$ cat src/sv/ffha_pkg.sv
// Shared types and constants of the first-fit heap allocator.
package ffha_pkg;

	localparam int unsigned HDR_BYTES  = 25;
	localparam int unsigned MAX_BLOCKS = 64;
	localparam int unsigned IDX_W      = 6;
	localparam int unsigned CNT_W      = 7;
	localparam int unsigned SIZE_W     = 17;
	localparam int unsigned ADDR_W     = 16;

	localparam logic [SIZE_W-1:0] LEN_RESET = 17'd4096;
	localparam logic [SIZE_W-1:0] LEN_LOW   = 17'd64;
	localparam logic [SIZE_W-1:0] LEN_HIGH  = 17'd65536;

	localparam logic [1:0] ST_OK       = 2'd0;
	localparam logic [1:0] ST_NO_FIT   = 2'd1;
	localparam logic [1:0] ST_BAD_FREE = 2'd2;
	localparam logic [1:0] ST_ZERO     = 2'd3;

	localparam logic CMD_ALLOC = 1'b0;
	localparam logic CMD_FREE  = 1'b1;

	typedef struct packed {
		logic [ADDR_W-1:0] start;
		logic [SIZE_W-1:0] size;
		logic              free;
	} blk_t;

endpackage

$ cat src/sv/ffha_if.sv
// Request and response channel interfaces of the allocator.
interface ffha_req_if;
	logic        valid;
	logic        ready;
	logic        cmd;
	logic [16:0] count;
	logic [15:0] address;

	modport source (output valid, cmd, count, address, input ready);
	modport sink (input valid, cmd, count, address, output ready);
endinterface

interface ffha_rsp_if;
	logic        valid;
	logic        ready;
	logic [1:0]  status;
	logic [15:0] address_res;
	logic [16:0] granted_size;

	modport source (output valid, status, address_res, granted_size, input ready);
	modport sink (input valid, status, address_res, granted_size, output ready);
endinterface

$ cat src/sv/first_fit_heap_allocator.sv
// First-fit heap allocator with coalescing: top level and sequencer.
//
// The req channel carries one command per beat: allocate (cmd 0, count bytes)
// or free (cmd 1, payload address). The rsp channel returns exactly one beat
// per command with status, granted payload address and payload size.
// The block table lives in a single-port-write, registered-read memory, and
// one small sequencer walks it entry by entry. A scan reads and evaluates
// one table entry at a time; a split shifts the entries above the hit up by
// one, and a free with coalescing shifts entries down by one or two places.
// req.ready is high only while the sequencer is idle.
// The result is held in an output register; a finished command waits there
// while rsp.ready is low, and the next command is accepted meanwhile, but
// its own result waits until the register frees up.
// After reset, and after every write of heap_len through cfg_we/cfg_wdata,
// the table is rebuilt as one free block while req.ready stays low.
// heap_len resets to 4096 and is clamped to 64..65536.
module first_fit_heap_allocator (
	input  logic                clk,
	input  logic                arst_n,
	input  logic                cfg_we,
	input  logic [16:0]         cfg_wdata,
	ffha_req_if.sink            req,
	ffha_rsp_if.source          rsp
);

	localparam logic [3:0] S_IDLE   = 4'd0;
	localparam logic [3:0] S_SC_RD  = 4'd1;
	localparam logic [3:0] S_SC_EV  = 4'd2;
	localparam logic [3:0] S_SH_RD  = 4'd3;
	localparam logic [3:0] S_SH_WR  = 4'd4;
	localparam logic [3:0] S_SP_NEW = 4'd5;
	localparam logic [3:0] S_SP_CUR = 4'd6;
	localparam logic [3:0] S_FL_RD  = 4'd7;
	localparam logic [3:0] S_FL_EV  = 4'd8;
	localparam logic [3:0] S_FR_RD  = 4'd9;
	localparam logic [3:0] S_FR_EV  = 4'd10;
	localparam logic [3:0] S_FR_WR  = 4'd11;
	localparam logic [3:0] S_MV_RD  = 4'd12;
	localparam logic [3:0] S_MV_WR  = 4'd13;
	localparam logic [3:0] S_RESP   = 4'd14;

	localparam logic [16:0] HDR17 = 17'(ffha_pkg::HDR_BYTES);
	localparam logic [15:0] HDR16 = 16'(ffha_pkg::HDR_BYTES);
	localparam logic [6:0]  MAXB  = 7'(ffha_pkg::MAX_BLOCKS);

	logic [3:0]           state_q;
	logic                 init_q;
	logic [16:0]          heap_len_q;
	logic [6:0]           cnt_q;
	logic                 cmd_q;
	logic [16:0]          count_q;
	logic [15:0]          addr_q;
	logic [6:0]           i_q;
	logic [6:0]           k_q;
	logic [6:0]           d_q;
	logic [1:0]           n_q;
	ffha_pkg::blk_t       cur_q;
	logic [16:0]          acc_q;
	logic [15:0]          dstart_q;
	logic                 lfree_q;
	logic [1:0]           status_q;
	logic [15:0]          ares_q;
	logic [16:0]          gsize_q;

	logic                 ov_q;
	logic [1:0]           ostatus_q;
	logic [15:0]          oares_q;
	logic [16:0]          ogsize_q;

	logic                 we;
	logic [5:0]           waddr;
	ffha_pkg::blk_t       wdata;
	logic [5:0]           raddr;
	ffha_pkg::blk_t       rdata;

	logic [16:0]          cfg_len;
	logic [16:0]          rem;
	logic                 hit;
	logic [7:0]           mv_src;

	ffha_tbl u_tbl (
		.clk   (clk),
		.we    (we),
		.waddr (waddr),
		.wdata (wdata),
		.raddr (raddr),
		.rdata (rdata)
	);

	assign req.ready        = (state_q == S_IDLE) && !init_q;
	assign rsp.valid        = ov_q;
	assign rsp.status       = ostatus_q;
	assign rsp.address_res  = oares_q;
	assign rsp.granted_size = ogsize_q;

	always_comb begin
		cfg_len = cfg_wdata;
		if (cfg_wdata < ffha_pkg::LEN_LOW) begin
			cfg_len = ffha_pkg::LEN_LOW;
		end else if (cfg_wdata > ffha_pkg::LEN_HIGH) begin
			cfg_len = ffha_pkg::LEN_HIGH;
		end
	end

	assign rem    = rdata.size - count_q;
	assign mv_src = {1'b0, k_q} + {6'd0, n_q};

	// An allocate hits the first free block that is large enough; a free hits
	// the block whose payload offset equals the address.
	always_comb begin
		if (cmd_q == ffha_pkg::CMD_ALLOC) begin
			hit = rdata.free && (rdata.size >= count_q);
		end else begin
			hit = ({1'b0, rdata.start} + HDR17) == {1'b0, addr_q};
		end
	end

	// Memory port control.
	always_comb begin
		we    = 1'b0;
		waddr = i_q[5:0];
		wdata = rdata;
		raddr = i_q[5:0];
		unique case (state_q)
			S_IDLE: begin
				we          = init_q;
				waddr       = '0;
				wdata.start = '0;
				wdata.size  = heap_len_q - HDR17;
				wdata.free  = 1'b1;
			end
			S_SC_EV: begin
				we         = hit && (cmd_q == ffha_pkg::CMD_ALLOC) &&
					!((rem > HDR17) && (cnt_q < MAXB));
				wdata.free = 1'b0;
			end
			S_SH_RD: raddr = 6'(k_q - 7'd1);
			S_SH_WR: begin
				we    = 1'b1;
				waddr = k_q[5:0];
			end
			S_SP_NEW: begin
				we          = 1'b1;
				waddr       = 6'(i_q + 7'd1);
				wdata.start = cur_q.start + HDR16 + count_q[15:0];
				wdata.size  = cur_q.size - count_q - HDR17;
				wdata.free  = 1'b1;
			end
			S_SP_CUR: begin
				we          = 1'b1;
				wdata.start = cur_q.start;
				wdata.size  = count_q;
				wdata.free  = 1'b0;
			end
			S_FL_RD: raddr = 6'(i_q - 7'd1);
			S_FR_RD: raddr = 6'(i_q + 7'd1);
			S_FR_WR: begin
				we          = 1'b1;
				waddr       = d_q[5:0];
				wdata.start = dstart_q;
				wdata.size  = acc_q;
				wdata.free  = 1'b1;
			end
			S_MV_RD: raddr = mv_src[5:0];
			S_MV_WR: begin
				we    = 1'b1;
				waddr = k_q[5:0];
			end
			default: ;
		endcase
	end

	always_ff @(posedge clk or negedge arst_n) begin
		if (!arst_n) begin
			state_q    <= S_IDLE;
			init_q     <= 1'b1;
			heap_len_q <= ffha_pkg::LEN_RESET;
			cnt_q      <= 7'd1;
			ov_q       <= 1'b0;
		end else begin
			// A beat leaving in the same cycle as a new result is loaded keeps
			// the register full, so the clear is skipped while loading.
			if (rsp.valid && rsp.ready && state_q != S_RESP) begin
				ov_q <= 1'b0;
			end
			unique case (state_q)
				S_IDLE: begin
					if (init_q) begin
						cnt_q <= 7'd1;
					end else if (req.valid) begin
						cmd_q    <= req.cmd;
						count_q  <= req.count;
						addr_q   <= req.address;
						i_q      <= '0;
						status_q <= ffha_pkg::ST_OK;
						ares_q   <= '0;
						gsize_q  <= '0;
						if (req.cmd == ffha_pkg::CMD_ALLOC && req.count == '0) begin
							status_q <= ffha_pkg::ST_ZERO;
							state_q  <= S_RESP;
						end else if (req.cmd == ffha_pkg::CMD_FREE && req.address == '0) begin
							state_q <= S_RESP;
						end else begin
							state_q <= S_SC_RD;
						end
					end
				end
				S_SC_RD: begin
					if (i_q == cnt_q) begin
						status_q <= (cmd_q == ffha_pkg::CMD_ALLOC) ?
							ffha_pkg::ST_NO_FIT : ffha_pkg::ST_BAD_FREE;
						state_q  <= S_RESP;
					end else begin
						state_q <= S_SC_EV;
					end
				end
				S_SC_EV: begin
					if (!hit) begin
						i_q     <= i_q + 7'd1;
						state_q <= S_SC_RD;
					end else if (cmd_q == ffha_pkg::CMD_ALLOC) begin
						ares_q <= rdata.start + HDR16;
						cur_q  <= rdata;
						if ((rem > HDR17) && (cnt_q < MAXB)) begin
							gsize_q <= count_q;
							k_q     <= cnt_q;
							state_q <= S_SH_RD;
						end else begin
							gsize_q <= rdata.size;
							state_q <= S_RESP;
						end
					end else if (rdata.free) begin
						status_q <= ffha_pkg::ST_BAD_FREE;
						state_q  <= S_RESP;
					end else begin
						acc_q    <= rdata.size;
						dstart_q <= rdata.start;
						d_q      <= i_q;
						lfree_q  <= 1'b0;
						n_q      <= 2'd0;
						state_q  <= (i_q != '0) ? S_FL_RD : S_FR_RD;
					end
				end
				S_SH_RD: begin
					state_q <= (k_q == i_q + 7'd1) ? S_SP_NEW : S_SH_WR;
				end
				S_SH_WR: begin
					k_q     <= k_q - 7'd1;
					state_q <= S_SH_RD;
				end
				S_SP_NEW: state_q <= S_SP_CUR;
				S_SP_CUR: begin
					cnt_q   <= cnt_q + 7'd1;
					state_q <= S_RESP;
				end
				S_FL_RD: state_q <= S_FL_EV;
				S_FL_EV: begin
					if (rdata.free) begin
						acc_q    <= acc_q + rdata.size + HDR17;
						dstart_q <= rdata.start;
						d_q      <= i_q - 7'd1;
						lfree_q  <= 1'b1;
						n_q      <= 2'd1;
					end
					state_q <= S_FR_RD;
				end
				S_FR_RD: begin
					state_q <= (i_q + 7'd1 < cnt_q) ? S_FR_EV : S_FR_WR;
				end
				S_FR_EV: begin
					if (rdata.free) begin
						acc_q <= acc_q + rdata.size + HDR17;
						n_q   <= n_q + 2'd1;
					end
					state_q <= S_FR_WR;
				end
				S_FR_WR: begin
					gsize_q <= acc_q;
					// Entries above the merged block close the gap of one or two slots.
					k_q     <= lfree_q ? i_q : i_q + 7'd1;
					state_q <= (n_q == 2'd0) ? S_RESP : S_MV_RD;
				end
				S_MV_RD: begin
					if (mv_src >= {1'b0, cnt_q}) begin
						cnt_q   <= cnt_q - {5'd0, n_q};
						state_q <= S_RESP;
					end else begin
						state_q <= S_MV_WR;
					end
				end
				S_MV_WR: begin
					k_q     <= k_q + 7'd1;
					state_q <= S_MV_RD;
				end
				S_RESP: begin
					if (!ov_q || rsp.ready) begin
						ov_q      <= 1'b1;
						ostatus_q <= status_q;
						oares_q   <= ares_q;
						ogsize_q  <= gsize_q;
						state_q   <= S_IDLE;
					end
				end
				default: state_q <= S_IDLE;
			endcase
			if (cfg_we) begin
				heap_len_q <= cfg_len;
				init_q     <= 1'b1;
			end else if (init_q && state_q == S_IDLE) begin
				init_q <= 1'b0;
			end
		end
	end

endmodule

$ cat src/sv/ffha_tbl.sv
// Block table storage: one write port and one registered read port.
module ffha_tbl (
	input  logic                         clk,
	input  logic                         we,
	input  logic [ffha_pkg::IDX_W-1:0]   waddr,
	input  ffha_pkg::blk_t               wdata,
	input  logic [ffha_pkg::IDX_W-1:0]   raddr,
	output ffha_pkg::blk_t               rdata
);

	ffha_pkg::blk_t mem_q [ffha_pkg::MAX_BLOCKS];

	always_ff @(posedge clk) begin
		if (we) begin
			mem_q[waddr] <= wdata;
		end
		rdata <= mem_q[raddr];
	end

endmodule

$ cat src/flat_wrapper.sv
// flat-port wrapper written by rule: the top's interface ports become plain ports
module first_fit_heap_allocator_flat 
  (clk, arst_n, cfg_we, cfg_wdata, req_valid, req_cmd, req_count, req_address, req_ready, rsp_valid, rsp_status, rsp_address_res, rsp_granted_size, rsp_ready);
  ffha_req_if req_i ();
  ffha_rsp_if rsp_i ();
  input  logic clk;
  input  logic arst_n;
  input  logic cfg_we;
  input  logic [16:0] cfg_wdata;
  input wire logic [$bits(req_i.valid)-1:0] req_valid;
  input wire logic [$bits(req_i.cmd)-1:0] req_cmd;
  input wire logic [$bits(req_i.count)-1:0] req_count;
  input wire logic [$bits(req_i.address)-1:0] req_address;
  output wire logic [$bits(req_i.ready)-1:0] req_ready;
  output wire logic [$bits(rsp_i.valid)-1:0] rsp_valid;
  output wire logic [$bits(rsp_i.status)-1:0] rsp_status;
  output wire logic [$bits(rsp_i.address_res)-1:0] rsp_address_res;
  output wire logic [$bits(rsp_i.granted_size)-1:0] rsp_granted_size;
  input wire logic [$bits(rsp_i.ready)-1:0] rsp_ready;
  assign req_i.valid = req_valid;
  assign req_i.cmd = req_cmd;
  assign req_i.count = req_count;
  assign req_i.address = req_address;
  assign req_ready = req_i.ready;
  assign rsp_valid = rsp_i.valid;
  assign rsp_status = rsp_i.status;
  assign rsp_address_res = rsp_i.address_res;
  assign rsp_granted_size = rsp_i.granted_size;
  assign rsp_i.ready = rsp_ready;
  first_fit_heap_allocator u_core (.clk(clk), .arst_n(arst_n), .cfg_we(cfg_we), .cfg_wdata(cfg_wdata), .req(req_i), .rsp(rsp_i));
endmodule
$ cat config.mk
export PLATFORM = sky130hd
export DESIGN_NAME = first_fit_heap_allocator_flat
export DESIGN_NICKNAME = d
export VERILOG_FILES = /design/src/sv/ffha_pkg.sv /design/src/sv/ffha_if.sv /design/src/sv/first_fit_heap_allocator.sv /design/src/sv/ffha_tbl.sv /design/src/flat_wrapper.sv
export SDC_FILE = /design/constraint.sdc
export NUM_CORES = 2
export LEC_CHECK = 0
export BUFFER_PORTS_ARGS = -buffer_cell sky130_fd_sc_hd__buf_2
export CAP_MARGIN = 40
export CORE_MARGIN = 1
export CORE_UTILIZATION = 30
export CTS_CLUSTER_DIAMETER = 80
export CTS_CLUSTER_SIZE = 10
export DETAILED_ROUTE_END_ITERATION = 16
export PLACE_DENSITY = 0.45
export SLEW_MARGIN = 20
export SYNTH_ARGS = -nofsm -noshare
export SYNTH_HDL_FRONTEND = slang
export SYNTH_SLANG_ARGS = --single-unit
$ cat constraint.sdc
create_clock -name clk -period 8.24 [get_ports clk]
set_input_delay 1.648 -clock clk [delete_from_list [all_inputs] [get_ports clk]]
set_output_delay 1.648 -clock clk [all_outputs]
set_load 0.005 [all_outputs]
### Yosys cells after proc, flatten, opt, wreduce, memory -nomap -nowiden

Memory sizes are Yosys's and may differ from the RTL's. A register that Yosys moved wholly into a read port is not among the register bits.
Cells that the tools add are included.

| cells by class | value |
|---|---|
| add/subtract/negate cells | 18 |
| multipliers | 0 |
| divide/modulo/power cells | 0 |
| magnitude comparators | 7 |
| equality and inequality tests | 34 |
| shift operators | 0 |
| mux-type cells | 89 |
| bitwise gates (word level) | 3 |
| reduce and logical (&&, ||, !) cells | 46 |

Operators with widths:

| cell | number |
|---|---|
| 17-bit 2-to-1 mux | 11 |
| 33-bit case mux with 4 select lines | 1 |
| 16-bit 2-to-1 mux | 8 |
| 16-bit case mux with 2 select lines | 2 |
| 7-bit 2-to-1 mux | 9 |
| 4-bit case mux with 15 select lines | 1 |
| 17-bit case mux with 3 select lines | 1 |
| 6-bit case mux with 4 select lines | 2 |
| 4-bit 2-to-1 mux | 11 |
| 17-bit case mux with 2 select lines | 1 |
| 17-bit subtractor | 2 |
| 17-bit by 5-bit subtractor with 17-bit output (second input constant) | 2 |
| 16-bit by 5-bit adder with 16-bit output (second input constant) | 2 |
| 2-bit 2-to-1 mux | 15 |
| 4-bit equality test (second input constant) | 7 |
| 7-bit case mux with 4 select lines | 1 |
| 6-bit 2-to-1 mux | 4 |
| 6-bit AND reduction | 4 |
| 7-bit by 1-bit adder with 7-bit output (second input constant) | 3 |
| 7-bit case mux with 3 select lines | 1 |
| 16-bit by 5-bit adder with 17-bit output (second input constant) | 1 |
| 17-bit adder | 1 |
| 17-bit by 5-bit adder with 17-bit output (second input constant) | 1 |
| 17-bit by 16-bit equality test with 1-bit output | 1 |
| other kinds (46) | 105 |

| word-level totals | value |
|---|---|
| register bits | 223 |
| latch bits | 0 |
| bits in writable memories | 2176 |
| bits in read-only memories | 0 |
| input port bits | 56 |
| output and inout bits | 37 |
| word-level logic and storage cells | 221 |
| memories | 1 |

Memory list:

| name | words | width | read ports | clocked after Yosys merged registers in | wr ports | RTL line | source |
|---|---|---|---|---|---|---|---|
| u_core.u_tbl.mem_q | 64 | 34 | 1 | 1 | 1 | ffha_tbl.sv:11 | `ffha_pkg::blk_t mem_q [ffha_pkg::MAX_BLOCKS];` |

### Depth between registers and ports, before layout

| logic depth | value |
|---|---|
| depth in word-level cells | 8 |
| depth in mapped cells | 16 |
| mapped depth without buffers | 15 |

### Modules after synthesis

Synthesis repeated with hierarchy kept, for this count alone.

| second synthesis, totals | value |
|---|---|
| cells, all modules | 5401 |
| area total of the unflattened synthesis | 99441.6 um^2 |

By module, submodules not included:

| module | times used | cells each | area each (um^2) | sequential area each (um^2) |
|---|---|---|---|---|
| ffha_tbl | 1 | 3767 | 83681.5 | 66023.3 |
| first_fit_heap_allocator | 1 | 1634 | 15760.1 | 6550.0 |

### Worst setup path before layout

No wires, ideal clock.

| timing path | value |
|---|---|
| kind | register -> register |
| start | register u_core.count_q[2] |
| end | memory u_core.u_tbl.mem_q[0][32] in the netlist's numbering (data pin) |
| arrival time | 5.284 ns |
| setup slack | 2.254 ns |
| stages on the path, launching flop included | 12 |
| buffers on the path | 0 |
| period minus slack after synthesis | 5.986 ns |
| cells stage by stage | edfxtp_1 ha_1 ha_1 a21o_1 a21o_1 a2111oi_0 nor3_1 a41o_1 o41ai_1 o21ai_0 xnor2_1 o21ai_0 |

RTL lines:

| item | RTL line | source |
|---|---|---|
| from (decl) | first_fit_heap_allocator.sv:51 | `logic [16:0] count_q;` |
| from (signal assigned) | first_fit_heap_allocator.sv:192 | `count_q <= req.count;` |
| to (decl) | ffha_tbl.sv:11 |  |

### Worst setup path in the final report

| timing path | value |
|---|---|
| start | register u_core.i_q[0] |
| end | register, netlist name u_core.u_tbl.rdata[15] |

| between the ends | value |
|---|---|
| longest elaborated chain between the ends | 2 |

Ends and longest elaborated chain:

| item | RTL line | source |
|---|---|---|
| from (decl) | first_fit_heap_allocator.sv:53 | `logic [6:0] i_q;` |
| from (signal assigned) | first_fit_heap_allocator.sv:219 | `i_q <= i_q + 7'd1;` |
| 7-bit by 1-bit adder with 7-bit output or 6-bit by 1-bit subtractor with 6-bit output (tied branches) | first_fit_heap_allocator.sv:156, first_fit_heap_allocator.sv:155 |  |
| 6-bit case mux with 4 select lines (*) | first_fit_heap_allocator.sv:124 | `unique case (state_q)` |

Every way passes the cells marked *; elsewhere a longest branch is shown, timed or not.
A chain may end at the register's enable or synchronous reset.

==> out/qor.txt <==
measured slew at the worst slew-check pin -> 1.12 ns
chip height -> 582 um
row count -> 212
CP bufs+invs -> 3
die area -> 338,000 um2
period utilisation layout -> 69.5%
critical path arrival -> 6.44 ns
antenna-violating nets left -> 0
Startpoint Class -> flip-flop
status -> complete, no violations
global-route wire length before repair -> 486 mm
via count -> 63,000
Final WS setup -> 2.51 ns
wire per inst -> 29.9 um
crit end category -> flip-flop
CTS tree -> done
Top delay family on crit path -> compound AO/OA/AOI/OAI gates
pwr/cell area -> 467 nW/um2
WL met2 -> 158 mm
Met3 Routed Length -> 23.0 mm
CTS clk-pin slew, worst paths -> 0.06 ns
hold buffer count at cts -> 0
initial antenna violation count -> 27
Mapped Area -> 101,000 um2
Final setup violation count -> 0
Worst EP required -> 8.96 ns
Die Wd -> 582 um
Slew Viols, Final -> 0
Avg Cell Area, Syn -> 14.7 um2
critical path fanouts, max -> 101
Post-CTS Setup Inserts -> 0
largest net degree at the start of global routing -> 128
EDFF count, synth -> 2,369
RSZ-0062 raised after global routing -> false
core area -> 334,000 um2
Hold Vio Cnt, Final -> 0
# nets final -> 7,359
DR pass1 iterations -> 7
filler instances -> 31,700
cts bufs inserted -> 285
Resize count post-CTS -> 0
Gate Count Post-Synth -> 6,842
gp weighted congestion -> 0.887
Routed WL -> 349 mm
CP Class -> reg2reg
Seq/Total Area, Yosys -> 72.0%
biggest cell delay along the critical path -> 0.76 ns
Initial Utilization -> 30.2%
Layout area overhead -> 16.8%
Max Cap Viol -> 0
clk buf depth -> 4
vias in the first global route -> 60,100
Port Buffers -> 92
Achievable Freq -> 0.175 GHz
dpl ws -> 2.42 ns
DRC Markers -> 0
top sig layer -> met5
top-level port count -> 93
main flop type after synthesis -> edfxtp_1
clk sink count -> 2,433
Syn Nets -> 7,041
Post-synth ARST share -> 1.23%
Slowest-stage cell, CP -> edfxtp_1
average vias per placed instance -> 5.38
CTS root buffer -> clkbuf_16
share of cells above drive strength 1 -> 16.8%
final clock skew -> 0.0761 ns
setup TNS -> 0 ns
leak pwr -> 39.2 nW
crit-path cells -> inv_1, ha_1, nand2b_1, o22ai_1, a21oi_4, buf_12, buf_4, nand2_1, nand3_1, a21oi_1, o31ai_1, and4_1
Yosys cell types -> 97
GRT overflow -> 0
WL met1 -> 157 mm
Synthesis Warnings -> 0
Worst Hold Class -> reg2reg
peak supply drop -> 0.000439 V
max_slew headroom -> 25.1%
post-synthesis register bit count -> 2,433
dpl hpwl -> 227 mm
gr usage total -> 20.2%
H-tree depth -> 5
worst-skew pair later-pin latency -> 0.93 ns
initial detailed-routing violation count -> 7,627
min cycle time layout -> 5.73 ns
[flip-flops by register name, indices dropped and copies added, names as in the netlist, 17 cells and up]
| register | cells |
|---|---|
| u_core.acc_q | 17 |
| u_core.count_q | 17 |
| u_core.cur_q | 33 |
| u_core.gsize_q | 17 |
| u_core.heap_len_q | 17 |
| u_core.rsp.granted_size | 17 |
| u_core.u_tbl.mem_q | 2176 |
| u_core.u_tbl.rdata | 34 |
[worst register-to-register path: cells and delay by family (launching register included)]
| family | cells | cell delay [ns] |
|---|---|---|
| compound gates | 4 | 1.63 |
| fa+ha+maj | 1 | 0.57 |
| buf+inv | 3 | 1.46 |
| flops | 1 | 0.76 |
| simple gates | 4 | 1.12 |
[final timing paths]
kind / startpoint / endpoint / slack [ns] / cells past startpoint
min in group asynchronous: arst_n / u_core.heap_len_q[0] / 0.82 / 2
worst min-delay path: u_core.gsize_q[3] / u_core.rsp.granted_size[3] / 0.42 / 0
worst max register to register: u_core.i_q[0] / u_core.u_tbl.rdata[15] / 2.51 / 12
max in group asynchronous: arst_n / u_core.cnt_q[2] / 6.99 / 2
worst min register to register: u_core.gsize_q[3] / u_core.rsp.granted_size[3] / 0.42 / 0
worst max-delay path: u_core.i_q[0] / u_core.u_tbl.rdata[15] / 2.51 / 12
[cell usage after synthesis, types with 8 or more instances]
cell type  number  area (um2)
edfxtp_1     2369       71100
nand2_1      1274        4780
nand3_1       643        3220
a21oi_1       327        1640
mux4_2        266        5990
clkbuf_1      239         897
inv_1         142         533
ha_1          137        1710
nor2_1        135         507
o22ai_1       131         820
o31ai_1       124         931
buf_2          92         460
o21ai_0        91         455
xnor2_1        84         736
nor3_1         83         415
buf_1          55         206
xor2_1         46         403
mux2i_1        42         420
and4_1         35         307
dfxtp_1        34         681
dfrtp_1        27         676
a222oi_1       26         260
nor2b_1        26         163
a21o_1         24         180
a31oi_1        22         138
nand2b_1       21         131
a211o_1        20         175
and3_1         20         125
nand4_1        20         125
nor4_1         18         113
and2_1         16         100
a211oi_1       15         113
a32oi_1        15         131
nor3_2         15         150
o21a_1         11        82.6
or3_1          10        62.6
a221oi_1        9        78.8
buf_6           8        90.1
o41ai_1         8        70.1
or4_1           8        60.1
[area by class of cell]
class                   count  area, um2  area share (%)
diodes                     21       52.6          0.0446
clock inverters            34        562           0.477
well taps                4387       5490            4.66
inverters                 144        541           0.459
clock buffers             379       7560            6.42
flip-flops and latches   2433      72600            61.6
repair buffers            429       3810            3.24
multi-input cells        3867      27200            23.1
[kinds of logic (layout without fill, tap and decap cells)]
group,Yosys count,count (layout),share of synthesized area (%)
buf+inv,542,986,2.21
compound gates,914,914,5.85
simple gates,2360,2360,10.5
xor+xnor,135,135,1.24
mux,315,315,6.44
fa+ha+maj,143,143,1.82
other cells,0,21,0
flops,2433,2433,72.0
[power breakdown]
part / internal, mW / switching (mW) / total, mW
Combinational: 6.45 / 18.4 / 24.9
Clock: 6.49 / 5.06 / 11.5
Sequential: 18.1 / 0.444 / 18.6
[per-stage QoR]
stage | area (um2) | total power, mW | std cells | utilization (%) | hold WS (ns)
2_1_floorplan | 101000 | 30.5 | 6842 | - | 0.400
3_3_place_gp | 108000 | 42.4 | 11200 | 32.4 | 0.404
3_5_place_dp | 109000 | 43.4 | 11200 | 32.8 | 0.405
4_1_cts | 118000 | 55.0 | 11700 | 35.2 | 0.409
5_1_grt | 118000 | 56.7 | 11700 | 35.3 | 0.421
6_report | 118000 | 55.0 | 11700 | 35.3 | 0.416
[layer usage]
| layer | global-route usage (%) | vias up |
|---|---|---|
| met5 | 0 | - |
| met1 | 29.5 | 33100 |
| li1 | - | 26800 |
| met4 | 6.47 | 4 |
| met3 | 2.45 | 465 |
| met2 | 31.1 | 2638 |
[cell usage in the layout (no fill, tap or decap), drive strengths merged, types with 21 or more instances in the layout]
cell type / n
a21o: 24
a21oi: 327
a222oi: 26
a31oi: 22
and4: 36
buf: 428
clkbuf: 380
clkinv: 21
dfrtp: 27
dfxtp: 34
diode: 21
edfxtp: 2369
ha: 137
inv: 154
mux2i: 42
mux4: 266
nand2: 1274
nand2b: 21
nand3: 644
nor2: 136
nor2b: 27
nor3: 98
o21ai: 95
o22ai: 131
o31ai: 125
xnor2: 84
xor2: 46
No activity file was read; power rests on OpenSTA's default activity.
